File: config.mk
export PLATFORM = sky130hd
export DESIGN_NAME = link_reconnect_backoff_fsm_unit_flat
export DESIGN_NICKNAME = d
export VERILOG_FILES = /design/src/hw/rtl/lrb_pkg.sv /design/src/hw/rtl/lrb_if.sv /design/src/hw/rtl/link_reconnect_backoff_fsm_unit.sv /design/src/hw/rtl/lrb_step.sv /design/src/flat_wrapper.sv
export SDC_FILE = /design/constraint.sdc
export NUM_CORES = 1
export LEC_CHECK = 0
export ABC_CLOCK_PERIOD_IN_PS = 7400
export BUFFER_PORTS_ARGS = -buffer_cell sky130_fd_sc_hd__buf_4
export CELL_PAD_IN_SITES_DETAIL_PLACEMENT = 2
export CELL_PAD_IN_SITES_GLOBAL_PLACEMENT = 2
export CORE_ASPECT_RATIO = 1.25
export CORE_UTILIZATION = 28
export DETAILED_ROUTE_END_ITERATION = 10
export MAX_ROUTING_LAYER = met4
export PLACE_DENSITY = 0.62
export SYNTH_ARGS = -nofsm -noshare
export SYNTH_HDL_FRONTEND = slang
export SYNTH_SLANG_ARGS = --single-unit
File: constraint.sdc
create_clock -name clk -period 7.4 [get_ports clk]
set_input_delay 0 -clock clk [delete_from_list [all_inputs] [get_ports clk]]
set_output_delay 0 -clock clk [all_outputs]
set_load 0.1 [all_outputs]
File: src/hw/rtl/lrb_pkg.sv
// Types, codes and constants of the link reconnect controller.
// No dependencies; used by the top level, lrb_step and the checker.
package lrb_pkg;

  typedef enum logic [1:0] {
    PH_IDLE         = 2'd0,
    PH_CONNECTING   = 2'd1,
    PH_CONNECTED    = 2'd2,
    PH_DISCONNECTED = 2'd3
  } phase_t;

  // Command codes of the input word.
  localparam logic [1:0] CMD_TICK       = 2'd0;
  localparam logic [1:0] CMD_CONNECT    = 2'd1;
  localparam logic [1:0] CMD_DISCONNECT = 2'd2;

  // Configuration register indexes.
  localparam int CFG_IDX_W = 3;
  localparam int CFG_DATA_W = 16;
  localparam logic [CFG_IDX_W-1:0] CFG_MANAGER_ENABLED = 3'd0;
  localparam logic [CFG_IDX_W-1:0] CFG_LED_ENABLE      = 3'd1;
  localparam logic [CFG_IDX_W-1:0] CFG_CONNECT_TIMEOUT = 3'd2;
  localparam logic [CFG_IDX_W-1:0] CFG_BACKOFF_MIN     = 3'd3;
  localparam logic [CFG_IDX_W-1:0] CFG_BACKOFF_MAX     = 3'd4;

  localparam logic [15:0] CONNECT_TIMEOUT_RST = 16'd10000;
  localparam logic [15:0] BACKOFF_MIN_RST     = 16'd2000;
  localparam logic [15:0] BACKOFF_MAX_RST     = 16'd30000;

  // Blink half periods in milliseconds. The LED is on during the first half
  // of each full period, so a counter modulo the full period replaces a divide.
  localparam int FAST_BLINK_MS = 100;
  localparam int SLOW_BLINK_MS = 500;
  localparam int FAST_PERIOD   = 2 * FAST_BLINK_MS;
  localparam int SLOW_PERIOD   = 2 * SLOW_BLINK_MS;
  localparam int FAST_CW       = $clog2(FAST_PERIOD);
  localparam int SLOW_CW       = $clog2(SLOW_PERIOD);

  typedef struct packed {
    logic        manager_enabled;
    logic        led_enable;
    logic [15:0] connect_timeout_ms;
    logic [15:0] backoff_min_ms;
    logic [15:0] backoff_max_ms;
  } lrb_cfg_t;

  typedef struct packed {
    phase_t               phase;
    logic [31:0]          now_ms;
    logic [FAST_CW-1:0]   fast_pos;   // now_ms modulo FAST_PERIOD
    logic [SLOW_CW-1:0]   slow_pos;   // now_ms modulo SLOW_PERIOD
    logic [31:0]          attempt_start_ms;
    logic [31:0]          drop_time_ms;
    logic [15:0]          retry_delay_ms;
    logic [7:0]           fail_count;
    logic                 led_level;
  } lrb_state_t;

  typedef struct packed {
    logic [1:0] link_state;
    logic       status_led;
    logic       state_changed;
    logic       start_attempt;
    logic       drop_link;
    logic       accepted;
    logic [7:0] retry_count;
  } lrb_result_t;

endpackage

File: src/hw/rtl/lrb_if.sv
// Valid/ready channel interfaces for the command and result words.
// No dependencies beyond the language; used by the top level.
interface lrb_in_if;
  logic       valid;
  logic       ready;
  logic [1:0] cmd;
  logic       link_up;

  modport source (output valid, output cmd, output link_up, input ready);
  modport sink   (input valid, input cmd, input link_up, output ready);
endinterface

interface lrb_out_if;
  logic       valid;
  logic       ready;
  logic [1:0] link_state;
  logic       status_led;
  logic       state_changed;
  logic       start_attempt;
  logic       drop_link;
  logic       accepted;
  logic [7:0] retry_count;

  modport source (output valid, output link_state, output status_led,
                  output state_changed, output start_attempt, output drop_link,
                  output accepted, output retry_count, input ready);
  modport sink   (input valid, input link_state, input status_led,
                  input state_changed, input start_attempt, input drop_link,
                  input accepted, input retry_count, output ready);
endinterface

File: src/hw/rtl/link_reconnect_backoff_fsm_unit.sv
// Top level of the link reconnect controller with exponential retry backoff.
// Depends on lrb_pkg, lrb_if (lrb_in_if, lrb_out_if) and lrb_step.
//
//   Channel   Direction  Handshake          Payload
//   in_if     sink       valid/ready        cmd[1:0], link_up
//   out_if    source     valid/ready        link_state, status_led, state_changed,
//                                           start_attempt, drop_link, accepted,
//                                           retry_count[7:0]
//   cfg_*     sink       cfg_we only        cfg_index[2:0], cfg_data[15:0]
//
// One word is accepted per clock cycle while the result is not stalled. The
// accepting edge loads the input register; the result register is written
// together with the state when the input register moves forward.
// The controller state is updated in the same cycle as the result register, so
// consecutive words see each other's effects with no bubbles.
// A stalled result holds the input register; words keep flowing as long as the
// result register is empty or being drained in the same cycle.
// Reset is synchronous and active low; no clearing pass is needed.
module link_reconnect_backoff_fsm_unit (
  input  logic                           clk,
  input  logic                           rst_n,
  input  logic                           cfg_we,
  input  logic [lrb_pkg::CFG_IDX_W-1:0]  cfg_index,
  input  logic [lrb_pkg::CFG_DATA_W-1:0] cfg_data,
  lrb_in_if.sink                         in_if,
  lrb_out_if.source                      out_if
);

  lrb_pkg::lrb_cfg_t    cfg_r;
  lrb_pkg::lrb_state_t  state_r;
  lrb_pkg::lrb_state_t  state_nxt;
  lrb_pkg::lrb_result_t step_res;
  lrb_pkg::lrb_result_t res_r;

  logic       s1_valid_r;
  logic [1:0] s1_cmd_r;
  logic       s1_link_r;
  logic       out_valid_r;
  logic       s1_go;
  logic       in_take;

  // The input register moves forward whenever the result register is empty
  // or its word is taken in this cycle.
  assign s1_go       = !out_valid_r || out_if.ready;
  assign in_if.ready = !s1_valid_r || s1_go;
  assign in_take     = in_if.valid && in_if.ready;

  // Configuration registers keep only their own width of the write data;
  // indexes beyond the register list fall into the default arm and are ignored.
  always_ff @(posedge clk) begin
    if (!rst_n) begin
      cfg_r.manager_enabled    <= 1'b0;
      cfg_r.led_enable         <= 1'b0;
      cfg_r.connect_timeout_ms <= lrb_pkg::CONNECT_TIMEOUT_RST;
      cfg_r.backoff_min_ms     <= lrb_pkg::BACKOFF_MIN_RST;
      cfg_r.backoff_max_ms     <= lrb_pkg::BACKOFF_MAX_RST;
    end else if (cfg_we) begin
      case (cfg_index)
        lrb_pkg::CFG_MANAGER_ENABLED: cfg_r.manager_enabled    <= cfg_data[0];
        lrb_pkg::CFG_LED_ENABLE:      cfg_r.led_enable         <= cfg_data[0];
        lrb_pkg::CFG_CONNECT_TIMEOUT: cfg_r.connect_timeout_ms <= cfg_data[15:0];
        lrb_pkg::CFG_BACKOFF_MIN:     cfg_r.backoff_min_ms     <= cfg_data[15:0];
        lrb_pkg::CFG_BACKOFF_MAX:     cfg_r.backoff_max_ms     <= cfg_data[15:0];
        default: begin
        end
      endcase
    end
  end

  // Input register stage.
  always_ff @(posedge clk) begin
    if (!rst_n) begin
      s1_valid_r <= 1'b0;
    end else if (in_if.ready) begin
      s1_valid_r <= in_if.valid;
    end
  end

  always_ff @(posedge clk) begin
    if (in_take) begin
      s1_cmd_r  <= in_if.cmd;
      s1_link_r <= in_if.link_up;
    end
  end

  // All per-word work is one pass of combinational logic.
  lrb_step u_step (
    .cfg     (cfg_r),
    .st      (state_r),
    .cmd     (s1_cmd_r),
    .link_up (s1_link_r),
    .st_nxt  (state_nxt),
    .res     (step_res)
  );

  // Controller state: committed together with the result word.
  always_ff @(posedge clk) begin
    if (!rst_n) begin
      state_r.phase            <= lrb_pkg::PH_IDLE;
      state_r.now_ms           <= '0;
      state_r.fast_pos         <= '0;
      state_r.slow_pos         <= '0;
      state_r.attempt_start_ms <= '0;
      state_r.drop_time_ms     <= '0;
      state_r.retry_delay_ms   <= lrb_pkg::BACKOFF_MIN_RST;
      state_r.fail_count       <= '0;
      state_r.led_level        <= 1'b0;
    end else if (s1_valid_r && s1_go) begin
      state_r <= state_nxt;
    end
  end

  // Result register.
  always_ff @(posedge clk) begin
    if (!rst_n) begin
      out_valid_r <= 1'b0;
    end else if (s1_go) begin
      out_valid_r <= s1_valid_r;
    end
  end

  always_ff @(posedge clk) begin
    if (s1_valid_r && s1_go) begin
      res_r <= step_res;
    end
  end

  assign out_if.valid         = out_valid_r;
  assign out_if.link_state    = res_r.link_state;
  assign out_if.status_led    = res_r.status_led;
  assign out_if.state_changed = res_r.state_changed;
  assign out_if.start_attempt = res_r.start_attempt;
  assign out_if.drop_link     = res_r.drop_link;
  assign out_if.accepted      = res_r.accepted;
  assign out_if.retry_count   = res_r.retry_count;

endmodule

File: src/hw/rtl/lrb_step.sv
// Next-state and result logic of the link reconnect controller for one word.
// Depends on lrb_pkg.
module lrb_step (
  input  lrb_pkg::lrb_cfg_t    cfg,
  input  lrb_pkg::lrb_state_t  st,
  input  logic [1:0]           cmd,
  input  logic                 link_up,
  output lrb_pkg::lrb_state_t  st_nxt,
  output lrb_pkg::lrb_result_t res
);

  logic [31:0]                  now_inc;
  logic                         now_wrap;
  logic [lrb_pkg::FAST_CW-1:0]  fast_inc;
  logic [lrb_pkg::SLOW_CW-1:0]  slow_inc;
  logic [31:0]                  since_attempt;
  logic [31:0]                  since_drop;
  logic [16:0]                  delay_dbl;
  logic [15:0]                  delay_grown;
  logic                         led_blink;
  logic                         start;
  logic                         drop;
  logic                         acc;

  // Time base and the blink position counters that follow it. When the
  // 32-bit counter wraps to zero, the modulo counters restart with it.
  assign now_inc  = st.now_ms + 32'd1;
  assign now_wrap = &st.now_ms;
  assign fast_inc = (now_wrap ||
                     st.fast_pos == lrb_pkg::FAST_CW'(lrb_pkg::FAST_PERIOD - 1)) ?
                    '0 : st.fast_pos + lrb_pkg::FAST_CW'(1);
  assign slow_inc = (now_wrap ||
                     st.slow_pos == lrb_pkg::SLOW_CW'(lrb_pkg::SLOW_PERIOD - 1)) ?
                    '0 : st.slow_pos + lrb_pkg::SLOW_CW'(1);

  assign since_attempt = now_inc - st.attempt_start_ms;
  assign since_drop    = now_inc - st.drop_time_ms;

  // Doubled delay clamped to the ceiling; the clamp always fits 16 bits.
  assign delay_dbl   = {st.retry_delay_ms, 1'b0};
  assign delay_grown = (delay_dbl > {1'b0, cfg.backoff_max_ms}) ?
                       cfg.backoff_max_ms : delay_dbl[15:0];

  always_comb begin
    case (st.phase)
      lrb_pkg::PH_CONNECTING:
        led_blink = fast_inc < lrb_pkg::FAST_CW'(lrb_pkg::FAST_BLINK_MS);
      lrb_pkg::PH_CONNECTED:
        led_blink = 1'b1;
      lrb_pkg::PH_DISCONNECTED:
        led_blink = slow_inc < lrb_pkg::SLOW_CW'(lrb_pkg::SLOW_BLINK_MS);
      default:
        led_blink = 1'b0;
    endcase
  end

  always_comb begin
    st_nxt = st;
    start  = 1'b0;
    drop   = 1'b0;
    acc    = 1'b0;
    case (cmd)
      lrb_pkg::CMD_TICK: begin
        st_nxt.now_ms   = now_inc;
        st_nxt.fast_pos = fast_inc;
        st_nxt.slow_pos = slow_inc;
        if (cfg.manager_enabled) begin
          st_nxt.led_level = led_blink;
          case (st.phase)
            lrb_pkg::PH_CONNECTING: begin
              if (link_up) begin
                st_nxt.fail_count     = '0;
                st_nxt.retry_delay_ms = cfg.backoff_min_ms;
                st_nxt.phase          = lrb_pkg::PH_CONNECTED;
              end else if (since_attempt >= {16'd0, cfg.connect_timeout_ms}) begin
                drop = 1'b1;
                if (st.fail_count != 8'hFF) begin
                  st_nxt.fail_count = st.fail_count + 8'd1;
                end
                st_nxt.retry_delay_ms = delay_grown;
                st_nxt.drop_time_ms   = now_inc;
                st_nxt.phase          = lrb_pkg::PH_DISCONNECTED;
              end
            end
            lrb_pkg::PH_CONNECTED: begin
              if (!link_up) begin
                st_nxt.drop_time_ms = now_inc;
                st_nxt.phase        = lrb_pkg::PH_DISCONNECTED;
              end
            end
            lrb_pkg::PH_DISCONNECTED: begin
              if (since_drop >= {16'd0, st.retry_delay_ms}) begin
                start                   = 1'b1;
                st_nxt.attempt_start_ms = now_inc;
                st_nxt.phase            = lrb_pkg::PH_CONNECTING;
              end
            end
            default: begin
            end
          endcase
        end
      end
      lrb_pkg::CMD_CONNECT: begin
        if (cfg.manager_enabled) begin
          acc = 1'b1;
          if (st.phase != lrb_pkg::PH_CONNECTED) begin
            start                   = 1'b1;
            st_nxt.attempt_start_ms = st.now_ms;
            st_nxt.phase            = lrb_pkg::PH_CONNECTING;
          end
        end
      end
      lrb_pkg::CMD_DISCONNECT: begin
        drop                  = 1'b1;
        st_nxt.phase          = lrb_pkg::PH_IDLE;
        st_nxt.fail_count     = '0;
        st_nxt.retry_delay_ms = cfg.backoff_min_ms;
      end
      default: begin
      end
    endcase
  end

  always_comb begin
    res.link_state    = st_nxt.phase;
    res.status_led    = cfg.led_enable & st_nxt.led_level;
    res.state_changed = st_nxt.phase != st.phase;
    res.start_attempt = start;
    res.drop_link     = drop;
    res.accepted      = acc;
    res.retry_count   = st_nxt.fail_count;
  end

endmodule

File: src/flat_wrapper.sv
// flat-port wrapper written by rule: the top's interface ports become plain ports
module link_reconnect_backoff_fsm_unit_flat 
  (clk, rst_n, cfg_we, cfg_index, cfg_data, in_if_valid, in_if_cmd, in_if_link_up, in_if_ready, out_if_valid, out_if_link_state, out_if_status_led, out_if_state_changed, out_if_start_attempt, out_if_drop_link, out_if_accepted, out_if_retry_count, out_if_ready);
  lrb_in_if in_if_i ();
  lrb_out_if out_if_i ();
  input  logic clk;
  input  logic rst_n;
  input  logic cfg_we;
  input  logic [lrb_pkg::CFG_IDX_W-1:0] cfg_index;
  input  logic [lrb_pkg::CFG_DATA_W-1:0] cfg_data;
  input wire logic [$bits(in_if_i.valid)-1:0] in_if_valid;
  input wire logic [$bits(in_if_i.cmd)-1:0] in_if_cmd;
  input wire logic [$bits(in_if_i.link_up)-1:0] in_if_link_up;
  output wire logic [$bits(in_if_i.ready)-1:0] in_if_ready;
  output wire logic [$bits(out_if_i.valid)-1:0] out_if_valid;
  output wire logic [$bits(out_if_i.link_state)-1:0] out_if_link_state;
  output wire logic [$bits(out_if_i.status_led)-1:0] out_if_status_led;
  output wire logic [$bits(out_if_i.state_changed)-1:0] out_if_state_changed;
  output wire logic [$bits(out_if_i.start_attempt)-1:0] out_if_start_attempt;
  output wire logic [$bits(out_if_i.drop_link)-1:0] out_if_drop_link;
  output wire logic [$bits(out_if_i.accepted)-1:0] out_if_accepted;
  output wire logic [$bits(out_if_i.retry_count)-1:0] out_if_retry_count;
  input wire logic [$bits(out_if_i.ready)-1:0] out_if_ready;
  assign in_if_i.valid = in_if_valid;
  assign in_if_i.cmd = in_if_cmd;
  assign in_if_i.link_up = in_if_link_up;
  assign in_if_ready = in_if_i.ready;
  assign out_if_valid = out_if_i.valid;
  assign out_if_link_state = out_if_i.link_state;
  assign out_if_status_led = out_if_i.status_led;
  assign out_if_state_changed = out_if_i.state_changed;
  assign out_if_start_attempt = out_if_i.start_attempt;
  assign out_if_drop_link = out_if_i.drop_link;
  assign out_if_accepted = out_if_i.accepted;
  assign out_if_retry_count = out_if_i.retry_count;
  assign out_if_i.ready = out_if_ready;
  link_reconnect_backoff_fsm_unit u_core (.clk(clk), .rst_n(rst_n), .cfg_we(cfg_we), .cfg_index(cfg_index), .cfg_data(cfg_data), .in_if(in_if_i), .out_if(out_if_i));
endmodule
## Yosys cells after proc, flatten, opt, wreduce, memory -nomap -nowiden

Index checks and enable logic that the tools add are counted.

- Bits in registers: 211

- Equality and inequality tests: 24
- Reductions and logical operators: 23
- Muxes and demuxes: 40
- Add/sub/neg operators: 6
- Bitwise logic cells: 1
- Order comparisons: 5

Operator list:

| cell | count |
|---|---|
| $mux W32 | 6 |
| $pmux W32 S2 | 2 |
| $mux W89 | 1 |
| $ge A32 B16 Y1 | 2 |
| $sub A32 B32 Y32 | 2 |
| $mux W56 | 1 |
| $mux W24 | 2 |
| $pmux W24 S2 | 1 |
| $add A32 B1 Y32 const B | 1 |
| $reduce_and A32 Y1 | 1 |
| $gt A17 B16 Y1 | 1 |
| $add A8 B1 Y8 const B | 2 |
| $mux W16 | 1 |
| $mux W8 | 2 |
| $mux W2 | 7 |
| $reduce_and A7 Y1 | 2 |
| $ne A2 B2 Y1 const B | 6 |
| $pmux W2 S3 | 2 |
| $reduce_and A2 Y1 | 6 |
| $mux W1 | 11 |
| $add A10 B1 Y10 const B | 1 |
| $eq A10 B10 Y1 const B | 1 |
| $lt A10 B9 Y1 const B | 1 |
| $mux W10 | 1 |
| other kinds (21) | 36 |

## Longest topological paths before layout

Gate-level depths: netlist (run 1).

- Word-level depth: 9
- Gate-level depth with buffers: 29
- Mapped depth without buffers: 25

## By module

From an unflattened synthesis (run 1), not the netlist that was laid out.

- Cell total of the unflattened synthesis: 2,532
- Area, all modules: 18,726.7 µm²

By module, submodules not included:

| module | cells each | area an instance (µm²) | instances |
|---|---|---|---|
| lrb_step | 1,707 | 10,811.6 | 1 |
| link_reconnect_backoff_fsm_unit | 825 | 7,915.1 | 1 |

## Worst setup path before layout (run 1)

OpenSTA, ideal clock, no wires.

- Path type: reg-to-reg
- From: reg u_core.state_r[107] in the netlist's numbering
- To: reg u_core.state_r[10] in the netlist's numbering
- Setup slack: 1,601 ps
- Library setup time: 122 ps
- Period minus slack after synthesis: 5,799 ps
- Stages on the path, launching flop included: 25
- Data arrival time: 5,677 ps
- Cell sequence: dfxtp_1 > ha_1 > nand3_1 > nor4_1 > and3_1 > clkbuf_1 > and3_1 > clkbuf_1 > and3_1 > buf_2 > and3_1 > xor2_1 > ha_1 > nand2_1 > or3_1 > or2_0 > a21oi_1 > o211ai_1 > mux2i_1 > or4_1 > or3_1 > o221a_2 > clkbuf_1 > o21ai_0 > a21oi_1

- Word-level cells in the longest chain between the ends: 5

RTL lines:

| what | line | source |
|---|---|---|
| start, declared | link_reconnect_backoff_fsm_unit.sv:30 | `lrb_pkg::lrb_state_t state_r;` |
| start signal, assigned | link_reconnect_backoff_fsm_unit.sv:109 | `state_r <= state_nxt;` |
| $add A32 B1 Y32 | lrb_step.sv:27 | `assign now_inc = st.now_ms + 32'd1;` |
| net u_core.u_step.now_inc[18] | lrb_step.sv:12 | `logic [31:0] now_inc;` |
| $sub A32 B32 Y32 | lrb_step.sv:36 | `assign since_attempt = now_inc - st.attempt_start_ms;` |
| $ge A32 B16 Y1 | lrb_step.sv:75 | `end else if (since_attempt >= {16'd0, cfg.connect_timeout_ms}) begin` |
| $ne A3 B2 Y1 (no source line) | n/a |  |
| $reduce_and A5 Y1 (no source line) | n/a |  |

The timed path passes the listed nets, and every way through them passes these cells.
A chain may end at the register's enable or synchronous reset.

## Worst setup path after layout (run 1)

- From: reg u_core.state_r[107] in the netlist's numbering
- To: reg u_core.state_r[27] in the netlist's numbering

- Word-level cells in the longest chain between the ends: 5

RTL lines:

| what | line |
|---|---|
| $add A32 B1 Y32 | lrb_step.sv:27 |
| net u_core.u_step.now_inc[13] | lrb_step.sv:12 |
| $sub A32 B32 Y32 | lrb_step.sv:36 |
| $ge A32 B16 Y1 | lrb_step.sv:75 |
| $ne A2 B2 Y1 (no source line) | n/a |
| $reduce_and A7 Y1 (no source line) | n/a |

The timed path passes the listed nets, and every way through them passes these cells. The select of a mux whose other input is x is not followed.

==> impl_metrics.env, run 1 <==
export IMPL_place_gp_congestion=0.8176
export IMPL_stdcell_count=2846
export IMPL_period_share_pct=92.88
export IMPL_startpoint_type="register"
export IMPL_maxUsedRoutingLayer="met4"
export IMPL_seqPwrFrac_pct=42.4
export IMPL_slew_violations=0
export IMPL_crit_path_end_kind="register"
export IMPL_grtUsageTotal_pct=20.71
export IMPL_start_util_pct=28.40
export IMPL_max_stage_delay_ns=0.50
export IMPL_avgSynthCellArea_um2=7.423
export IMPL_clk_pin_slew_ns=0.06
export IMPL_period_needed_ns=6.873
export IMPL_portBuffers=43
export IMPL_synth_largest_area_cell="dfxtp_1"
export IMPL_holdCritPathClass="in -> reg"
export IMPL_die_h_um=265.8
export IMPL_synth_cells=2100
export IMPL_rrSetupSlack_ns=0.53
export IMPL_drcViolationCount=0
export IMPL_path_buf_inv=2
export IMPL_filler_cell_count=6424
export IMPL_crit_top_cell="a21oi_1"
export IMPL_cts_root_buf="clkbuf_16"
export IMPL_final_hold_viol_count=0
export IMPL_ios=44
export IMPL_syn2layout_area_growth_pct=13.07
export IMPL_wl_met1_um=25350
export IMPL_yosysUniqueCellTypes=92
export IMPL_cts_tree="built"
export IMPL_cap_violations=0
export IMPL_leakage_nw=7.168
export IMPL_cts_buffers=27
export IMPL_p_sw_uw=751.8
export IMPL_wl_per_cell_um=19.91
export IMPL_hpwl_um=42130
export IMPL_hold_ws_ns=0.1465
export IMPL_cp_data_required_time_ns=7.81
export IMPL_status="completed"
export IMPL_dp_cells=2766
export IMPL_netlist_top_cells_count="338 x nand2_1, 202 x a21oi_1, 193 x dfxtp_1"
export IMPL_grt_pass1_vias=16360
export IMPL_core_area_um2=54890
export IMPL_grt_pass1_wl_um=90580
export IMPL_synth_edff_count=18
export IMPL_synth_most_common_cell="nand2_1"
export IMPL_syn_nets=2242
export IMPL_avgViaCountPerCell=5.247
export IMPL_grt_overflow_total=0
export IMPL_synth_top_flop_cell="dfxtp_1"
export IMPL_drive_gt1_share_pct=6.964
export IMPL_ys_ff_latch=211
export IMPL_cts_sinks=211
export IMPL_synthArstFlopShare_pct=0
export IMPL_dieArea_um2=56630
export IMPL_intPower_mw=2.042
export IMPL_wl_met2_um=28480
export IMPL_diodes=0
export IMPL_yosysWarnings=0
export IMPL_synthTopCellsByArea="dfxtp_1 25%, ha_1 9.1%, nand2_1 8.1%, a21oi_1 6.5%, mux2i_1 5.3%"
export IMPL_ir_drop_mv=0.1524
export IMPL_p_sw_share_pct=26.91
export IMPL_critical_path_class="reg -> reg"
export IMPL_num_vias=14930
export IMPL_wl_met3_um=1164
export IMPL_powerDensity_nw_per_um2=158.5
export IMPL_dr_pass1_iters=4
export IMPL_rsz0062_at_grt="no"
export IMPL_setup_violations=0
export IMPL_yosysSeqAreaShare_pct=28.25
export IMPL_multi_input_area_um2=10100
export IMPL_clock_fmax_mhz=145.5
export IMPL_grt_max_degree=68
export IMPL_tightest_slew_ns=1.057
export IMPL_cp_arrival_ns=7.28
export IMPL_dieWidth_um=213.0
export IMPL_cp_top_family="simple AND/OR/NAND/NOR gates"
export IMPL_register_area_um2=4404
export IMPL_p_comb_share_pct=8.8
export IMPL_power_mw=2.794
export IMPL_p_clk_share_pct=48.8
export IMPL_core_rowCount=96
export IMPL_relSlewSlack_pct=29.07
export IMPL_drtAntennaViolNets=0
export IMPL_clockBufferDepth=3
export IMPL_wirelength_um=56670
export IMPL_synthesis_area_um2=15590
export IMPL_path_max_fanout=35
export IMPL_crit_slowest_cell="dfxtp_1"
export IMPL_antenna_found_initial=0
export IMPL_htreeDepth=1
export IMPL_synth_top_area_share_pct=24.79
export IMPL_finClkSkew_ns=0.01901
export IMPL_final_nets=2234
export IMPL_drt_iter0_markers=452
export IMPL_clk_latency_ns=0.57
export IMPL_tns_ns=0
[path summary, 6_finish.rpt]
| check | to | depth (start not counted) | start |
|---|---|---|---|
| worst max-delay path | u_core.state_r[27] | 26 | u_core.state_r[107] |
| worst min-delay path | u_core.s1_cmd_r[1] | 2 | in_if_cmd[1] |
| worst max register to register | u_core.state_r[27] | 26 | u_core.state_r[107] |
| worst min register to register | u_core.state_r[77] | 2 | u_core.state_r[77] |
[cell families (layout without fill, tap and decap cells)]
group           Yosys count  in the layout  share of synthesized area, %
fa+ha+maj               115            115                         9.327
buf+inv                 266            277                         7.240
mux                      83             83                         5.338
flops                   211            211                         28.25
xor+xnor                101            101                         5.763
simple gates            806            806                         23.69
compound gates          518            518                         20.39
[state kept, by name, indices dropped and copies added, names as in the netlist]
| register | flops |
|---|---|
| u_core.out_if.status_led | 1 |
| u_core.s1_cmd_r | 2 |
| u_core.cfg_r | 50 |
| u_core.out_if.drop_link | 1 |
| u_core.out_if.state_changed | 1 |
| u_core.out_if.retry_count | 8 |
| u_core.out_if.accepted | 1 |
| u_core.out_if.valid | 1 |
| u_core.s1_valid_r | 1 |
| u_core.out_if.start_attempt | 1 |
| u_core.s1_link_r | 1 |
| u_core.state_r | 141 |
| u_core.out_if.link_state | 2 |
[power groups by stage]
stage                     sequential [mW]  combinational, mW  clock (mW)
after floorplan                      1.23              0.126           0
after CTS                            1.18              0.252        1.42
final                                1.18              0.246        1.36
after global routing                 1.18              0.271        1.45
after global placement               1.21              0.232           0
after detailed placement             1.21              0.239           0
[timing repair]
action                                 in CTS  in global routing
gates resized for setup                     1                  3
setup buffers                               0                  2
endpoints found under the hold margin      58                  0
hold buffers                               30                  0
setup endpoints to repair                  33                 56
[cells in the final DEF, fill, tap and decap left out, types with 8 or more instances in the layout]
cell and count:
a211oi_1 8, a21o_1 22, a21oi_1 202, a2bb2oi_1 10
a31oi_1 22, and2_1 9, and3_1 25, buf_4 66
clkbuf_16 27, dfxtp_1 193, dlygate4sd3_1 30, edfxtp_1 18
ha_1 113, inv_1 129, mux2i_1 82, nand2_1 338
nand2b_1 21, nand3_1 59, nand4_1 30, nor2_1 187
nor2b_1 12, nor3_1 41, nor4_1 16, o2111ai_1 8
o211ai_1 28, o21a_1 12, o21ai_0 116, o31a_1 10
o31ai_1 10, or3_1 19, xnor2_1 44, xor2_1 54
[final cells by class]
cell class              count  area share, %
multi-input cells        1623          57.33
flip-flops and latches    211          24.99
well taps                 735          5.218
repair buffers             97          4.628
clock buffers              38          4.408
inverters                 132          2.825
clock inverters            10         0.6034
[metrics by stage]
stage | setup WS, ns | instance area [µm²] | utilization (%)
final | 0.5269 | 17630 | 32.11
after CTS | 0.03837 | 17590 | 32.05
after global routing | 0.006741 | 17630 | 32.11
after global placement | 0.02719 | 16400 | 29.88
after detailed placement | -0.1718 | 16400 | 29.88
after floorplan | 1.601 | 15590 | -
[per-layer routing]
layer	vias to the layer above	track usage, %
met3	85	1.980
li1	7295	-
met2	130	36.98
met5	-	-
met1	7424	24.27
met4	0	6.203
No activity file was read; power rests on OpenSTA's default activity.
==> run 2: changes to the inputs <==
- RECOVER_POWER: unset -> 50
==> run 2 against run 1 <==
Effect of this change:
- the flow now finishes with violations (capacitance limit, slew limit)
- core utilization shrank 0.16 points
- register-to-register slack is essentially flat
- largest power group unchanged
- sequential cell count is the same
- worst hold slack gained 0.021 ns
- global-route usage is the same
- critical path type unchanged
- non-clock buffer count is the same
==> impl_metrics.env, run 2 (same netlist as run 1, synthesis figures left out) <==
export IMPL_status="finished, violations left"
export IMPL_violations="capacitance limit, slew limit"
export IMPL_drt_iter0_markers=461
export IMPL_path_max_fanout=35
export IMPL_clock_fmax_mhz=145.6
export IMPL_cts_tree="built"
export IMPL_grt_pass1_wl_um=90580
export IMPL_htreeDepth=1
export IMPL_ios=44
export IMPL_layout_setup_ws_ns=0.5319
export IMPL_cp_arrival_ns=7.28
export IMPL_grtUsageTotal_pct=20.71
export IMPL_period_needed_ns=6.868
export IMPL_drtAntennaViolNets=0
export IMPL_cts_root_buf="clkbuf_16"
export IMPL_path_buf_inv=2
export IMPL_syn2layout_area_growth_pct=12.51
export IMPL_layout_commonest_cell="nand2_1"
export IMPL_grt_overflow_total=0
export IMPL_crit_slowest_cell="dfxtp_1"
export IMPL_cts_sinks=211
export IMPL_hpwl_um=42130
export IMPL_place_gp_congestion=0.8176
export IMPL_top_register="u_core.state_r"
export IMPL_wirelength_um=56670
export IMPL_tns_ns=0
export IMPL_whs_endpoint="u_core.s1_cmd_r[1]"
export IMPL_pre_cts_ws_ns=-0.1718
export IMPL_finClkSkew_ns=0.01929
export IMPL_powerDensity_nw_per_um2=159.0
export IMPL_drcViolationCount=0
export IMPL_leakage_nw=7.084
export IMPL_critical_path_class="reg -> reg"
export IMPL_rsz0062_at_grt="no"
export IMPL_drive_gt1_share_pct=5.874
export IMPL_dieArea_um2=56630
export IMPL_final_cell_mix="338 x nand2_1, 202 x a21oi_1, 193 x dfxtp_1"
export IMPL_startpoint_type="register"
export IMPL_cts_buffers=27
export IMPL_core_rowCount=96
export IMPL_cap_violations=1
export IMPL_core_area_um2=54890
export IMPL_max_stage_delay_ns=0.50
export IMPL_start_util_pct=28.40
export IMPL_grt_max_degree=68
export IMPL_tightest_slew_ns=2.772
export IMPL_dieWidth_um=213.0
export IMPL_largest_reg_flops=141
export IMPL_period_share_pct=92.81
export IMPL_clk_pin_slew_ns=0.06
export IMPL_min_from="in_if_cmd[1]"
export IMPL_slew_violations=53
export IMPL_avgViaCountPerCell=5.247
export IMPL_relSlewSlack_pct=-84.82
export IMPL_hold_path_depth=2
export IMPL_power_mw=2.788
export IMPL_die_h_um=265.8
export IMPL_antenna_found_initial=0
export IMPL_cp_data_required_time_ns=7.81
export IMPL_num_vias=14930
export IMPL_final_hold_viol_count=0
export IMPL_reg2reg_from="u_core.state_r[107]"
export IMPL_rrSetupSlack_ns=0.53
export IMPL_grt_pass1_vias=16360
export IMPL_dr_pass1_iters=4
export IMPL_reg2reg_to="u_core.state_r[27]"
export IMPL_crit_path_end_kind="register"
export IMPL_portBuffers=43
export IMPL_holdCritPathClass="in -> reg"
export IMPL_r2r_cells=26
export IMPL_hold_ws_ns=0.1675
export IMPL_final_nets=2234
export IMPL_cp_top_family="simple AND/OR/NAND/NOR gates"
export IMPL_diodes=0
export IMPL_setup_violations=0
export IMPL_clk_latency_ns=0.57
export IMPL_crit_top_cell="a21oi_1"
export IMPL_clockBufferDepth=3
export IMPL_wl_per_cell_um=19.91
export IMPL_ir_drop_mv=0.1518
-- run 2: cell count changes in the layout (fill, tap and decap cells not counted), sizes merged --
cell,previous run,this run
buf,67,41
clkbuf,38,64
-- run 2: power breakdown --
| part | switching (mW) | internal [mW] | leakage, nW |
|---|---|---|---|
| clock network | 0.567 | 0.795 | 0.438 |
| logic | 0.167 | 0.0746 | 4.92 |
| registers | 0.0157 | 1.17 | 1.73 |
| total | 0.750 | 2.04 | 7.08 |
-- run 2: per-stage QoR --
stage / instance area (µm²) / utilization, % / cells
6_report: 17540 / 31.95 / 2846
5_1_grt: 17540 / 31.95 / 2846
4_1_cts: 17590 / 32.05 / 2844
3_5_place_dp: 16400 / 29.88 / 2766
3_3_place_gp: 16400 / 29.88 / 2766
2_1_floorplan: 15590 / - / 2100
-- run 2: cell type report --
cell class,instances,area (µm²)
multi-input combinational,1623,10100
inverter,132,498.0
clock buffer,38,777.0
tap,735,919.6
sequential,211,4404
clock inverter,10,106.4
timing repair buffer,97,729.5
fill,6452,37350
-- run 2: worst max path at each step --
stage	start	endpoint	slack, ns	cells after the start
floorplan	u_core.state_r[107]	u_core.state_r[10]	1.60	24
global placement	u_core.state_r[107]	u_core.state_r[39]	0.03	26
detailed placement	u_core.state_r[107]	u_core.state_r[27]	-0.17	26
CTS	u_core.state_r[107]	u_core.state_r[27]	0.04	26
global route	u_core.state_r[107]	u_core.state_r[27]	0.007	26
finish	u_core.state_r[107]	u_core.state_r[27]	0.53	26
-- run 2: metal layers --
metal | share of wire, % | track usage [%] | vias to the layer above
met3 | 2.0 | 1.980 | 85
met1 | 45 | 24.27 | 7429
li1 | - | - | 7294
met5 | 0 | - | -
met2 | 50 | 36.98 | 126
met4 | 3.0 | 6.203 | 0
-- run 2: timing repair --
action	in CTS	in global routing
setup buffers	0	2
setup endpoints to repair	33	56
hold buffers	30	0
endpoints found under the hold margin	58	0
cloned	0	0
gates resized for setup	1	3
==> run 3: changes to the inputs <==
- CORE_UTILIZATION: 28 -> 38
- PLACE_DENSITY: 0.62 -> 0.81
- REMOVE_ABC_BUFFERS: unset -> 1
==> run 3 against run 2 <==
Effect of this change:
- the run still ends with capacitance limit, slew limit left
- combinational power is essentially flat
- worst hold slack worse by 0.13 ns
- cell area is 1.7% lower
- critical endpoint is now u_core.out_if.link_state[1]
- sequential power hardly changed
- final cell count decreased by 7.0%
- critical path depth down 1
- first-iteration DRC count rose by 22%
- clock skew down 0.0075 ns
- die area is 26% lower
- highest routed layer unchanged
- via count grew 2.5%
==> impl_metrics.env, run 3 (same netlist as run 1, synthesis figures left out) <==
export IMPL_status="finished, violations left"
export IMPL_violations="capacitance limit, slew limit"
export IMPL_core_area_um2=40320
export IMPL_avgViaCountPerCell=5.787
export IMPL_worstSetupEndpoint="u_core.out_if.link_state[1]"
export IMPL_cp_arrival_ns=7.34
export IMPL_finClkSkew_ns=0.01174
export IMPL_core_rowCount=82
export IMPL_crit_path_end_kind="register"
export IMPL_post_route_util_pct=42.75
export IMPL_reg2reg_to="u_core.out_if.link_state[1]"
export IMPL_syn2layout_area_growth_pct=10.59
export IMPL_final_hold_viol_count=0
export IMPL_layout_commonest_cell="nand2_1"
export IMPL_grt_overflow_total=0
export IMPL_grt_max_degree=68
export IMPL_powerDensity_nw_per_um2=164.7
export IMPL_antenna_found_initial=0
export IMPL_relSlewSlack_pct=-26.20
export IMPL_ios=44
export IMPL_reg2reg_from="u_core.state_r[107]"
export IMPL_die_h_um=228.5
export IMPL_ir_drop_mv=0.1422
export IMPL_cts_tree="built"
export IMPL_period_share_pct=94.91
export IMPL_period_needed_ns=7.023
export IMPL_clk_latency_ns=0.57
export IMPL_setup_violations=0
export IMPL_final_nets=2221
export IMPL_wl_per_cell_um=21.23
export IMPL_grt_pass1_wl_um=90490
export IMPL_slew_violations=33
export IMPL_rrSetupSlack_ns=0.38
export IMPL_path_max_fanout=10
export IMPL_grtUsageTotal_pct=27.56
export IMPL_tns_ns=0
export IMPL_grt_pass1_vias=16900
export IMPL_layout_setup_ws_ns=0.3768
export IMPL_dr_pass1_iters=6
export IMPL_dieWidth_um=183.2
export IMPL_power_mw=2.840
export IMPL_pre_cts_ws_ns=-0.1638
export IMPL_clockBufferDepth=3
export IMPL_drtAntennaViolNets=0
export IMPL_dieArea_um2=41840
export IMPL_htreeDepth=1
export IMPL_hpwl_um=39770
export IMPL_clock_fmax_mhz=142.4
export IMPL_wirelength_um=56160
export IMPL_portBuffers=43
export IMPL_drcViolationCount=0
export IMPL_hold_ws_ns=0.03520
export IMPL_cap_violations=1
export IMPL_start_util_pct=38.66
export IMPL_clk_pin_slew_ns=0.07
export IMPL_rsz0062_at_grt="yes"
export IMPL_diodes=0
export IMPL_num_vias=15310
export IMPL_top_register="u_core.state_r"
export IMPL_drt_iter0_markers=562
export IMPL_startpoint_type="register"
export IMPL_final_cell_mix="338 x nand2_1, 202 x a21oi_1, 193 x dfxtp_1"
export IMPL_cts_buffers=27
export IMPL_holdCritPathClass="in -> reg"
export IMPL_critPathLaunch="u_core.state_r[107]"
export IMPL_critical_path_class="reg -> reg"
export IMPL_tightest_slew_ns=1.893
export IMPL_cts_root_buf="clkbuf_16"
export IMPL_cp_data_required_time_ns=7.72
export IMPL_cts_sinks=211
export IMPL_largest_reg_flops=141
export IMPL_place_gp_congestion=0.8660
export IMPL_drive_gt1_share_pct=5.619
export IMPL_leakage_nw=7.038
export IMPL_r2r_cells=25
[run 3: changes by cell type in the layout (fill, tap and decap cells not counted), sizes merged]
cell / change
inv: +2
clkinvlp: +3
dlygate4sd3: -4
buf: -8
bufinv: +2
clkbuf: -6
[run 3: layout make-up]
type / instances / area (µm²)
Multi-Input combinational cell: 1623 / 10120
Sequential cell: 211 / 4404
Clock buffer: 33 / 718.2
Tap cell: 546 / 683.2
Clock inverter: 17 / 205.2
Timing Repair Buffer: 84 / 613.1
Fill cell: 4694 / 23080
Inverter: 132 / 498.0
[run 3: worst min path at each step]
stage / from / to / cells after the start
2_1_floorplan: rst_n / u_core.cfg_r[20] / 1
3_3_place_gp: in_if_cmd[0] / u_core.s1_cmd_r[0] / 1
3_5_place_dp: in_if_cmd[0] / u_core.s1_cmd_r[0] / 1
4_1_cts: rst_n / u_core.state_r[104] / 3
5_1_grt: rst_n / u_core.state_r[54] / 3
6_report: rst_n / u_core.state_r[104] / 3
[run 3: critical path, stage by stage, from the launching register on]
cell	delay, ns
dfxtp_1	0.52
nand3_2	0.26
nor2_4	0.30
nand4_1	0.29
inv_1	0.12
nand3_1	0.25
nor2_1	0.26
xor2_2	0.33
ha_1	0.41
a21oi_1	0.27
o21ai_0	0.14
a21oi_1	0.24
nand2_1	0.14
xor2_1	0.22
ha_1	0.28
a21o_1	0.17
a21oi_1	0.30
o211ai_1	0.18
a2111o_1	0.41
nor3_1	0.12
and3_1	0.16
and4_1	0.22
nand4_2	0.36
or2_1	0.39
and3_1	0.21
o31a_1	0.23
[run 3: power by group]
| group | switching (mW) | internal [mW] |
|---|---|---|
| Sequential | 0.0167 | 1.17 |
| Clock | 0.581 | 0.832 |
| Combinational | 0.170 | 0.0720 |
[run 3: metrics by stage]
step                std cells  cell area, µm²
floorplan                1966           14960
global placement         2570           16100
detailed placement       2570           16100
CTS                      2646           17290
global route             2646           17240
finish                   2646           17240
[run 3: routing by layer]
| metal | wire, µm | global-route usage [%] | up-vias |
|---|---|---|---|
| met5 | 0 | - | - |
| met4 | 1976 | 10.78 | 0 |
| met3 | 1316 | 2.757 | 101 |
| met2 | 28770 | 49.25 | 202 |
| met1 | 24100 | 31.27 | 7730 |
| li1 | - | - | 7280 |
[run 3: timing repair]
| item | in CTS | in global routing |
|---|---|---|
| endpoints found under the hold margin | 58 | 0 |
| resized for setup | 2 | 7 |
| endpoints found under the setup margin | 38 | 92 |
| pin swaps | 0 | 1 |
| hold buffers | 26 | 0 |
| setup buffers | 0 | 0 |
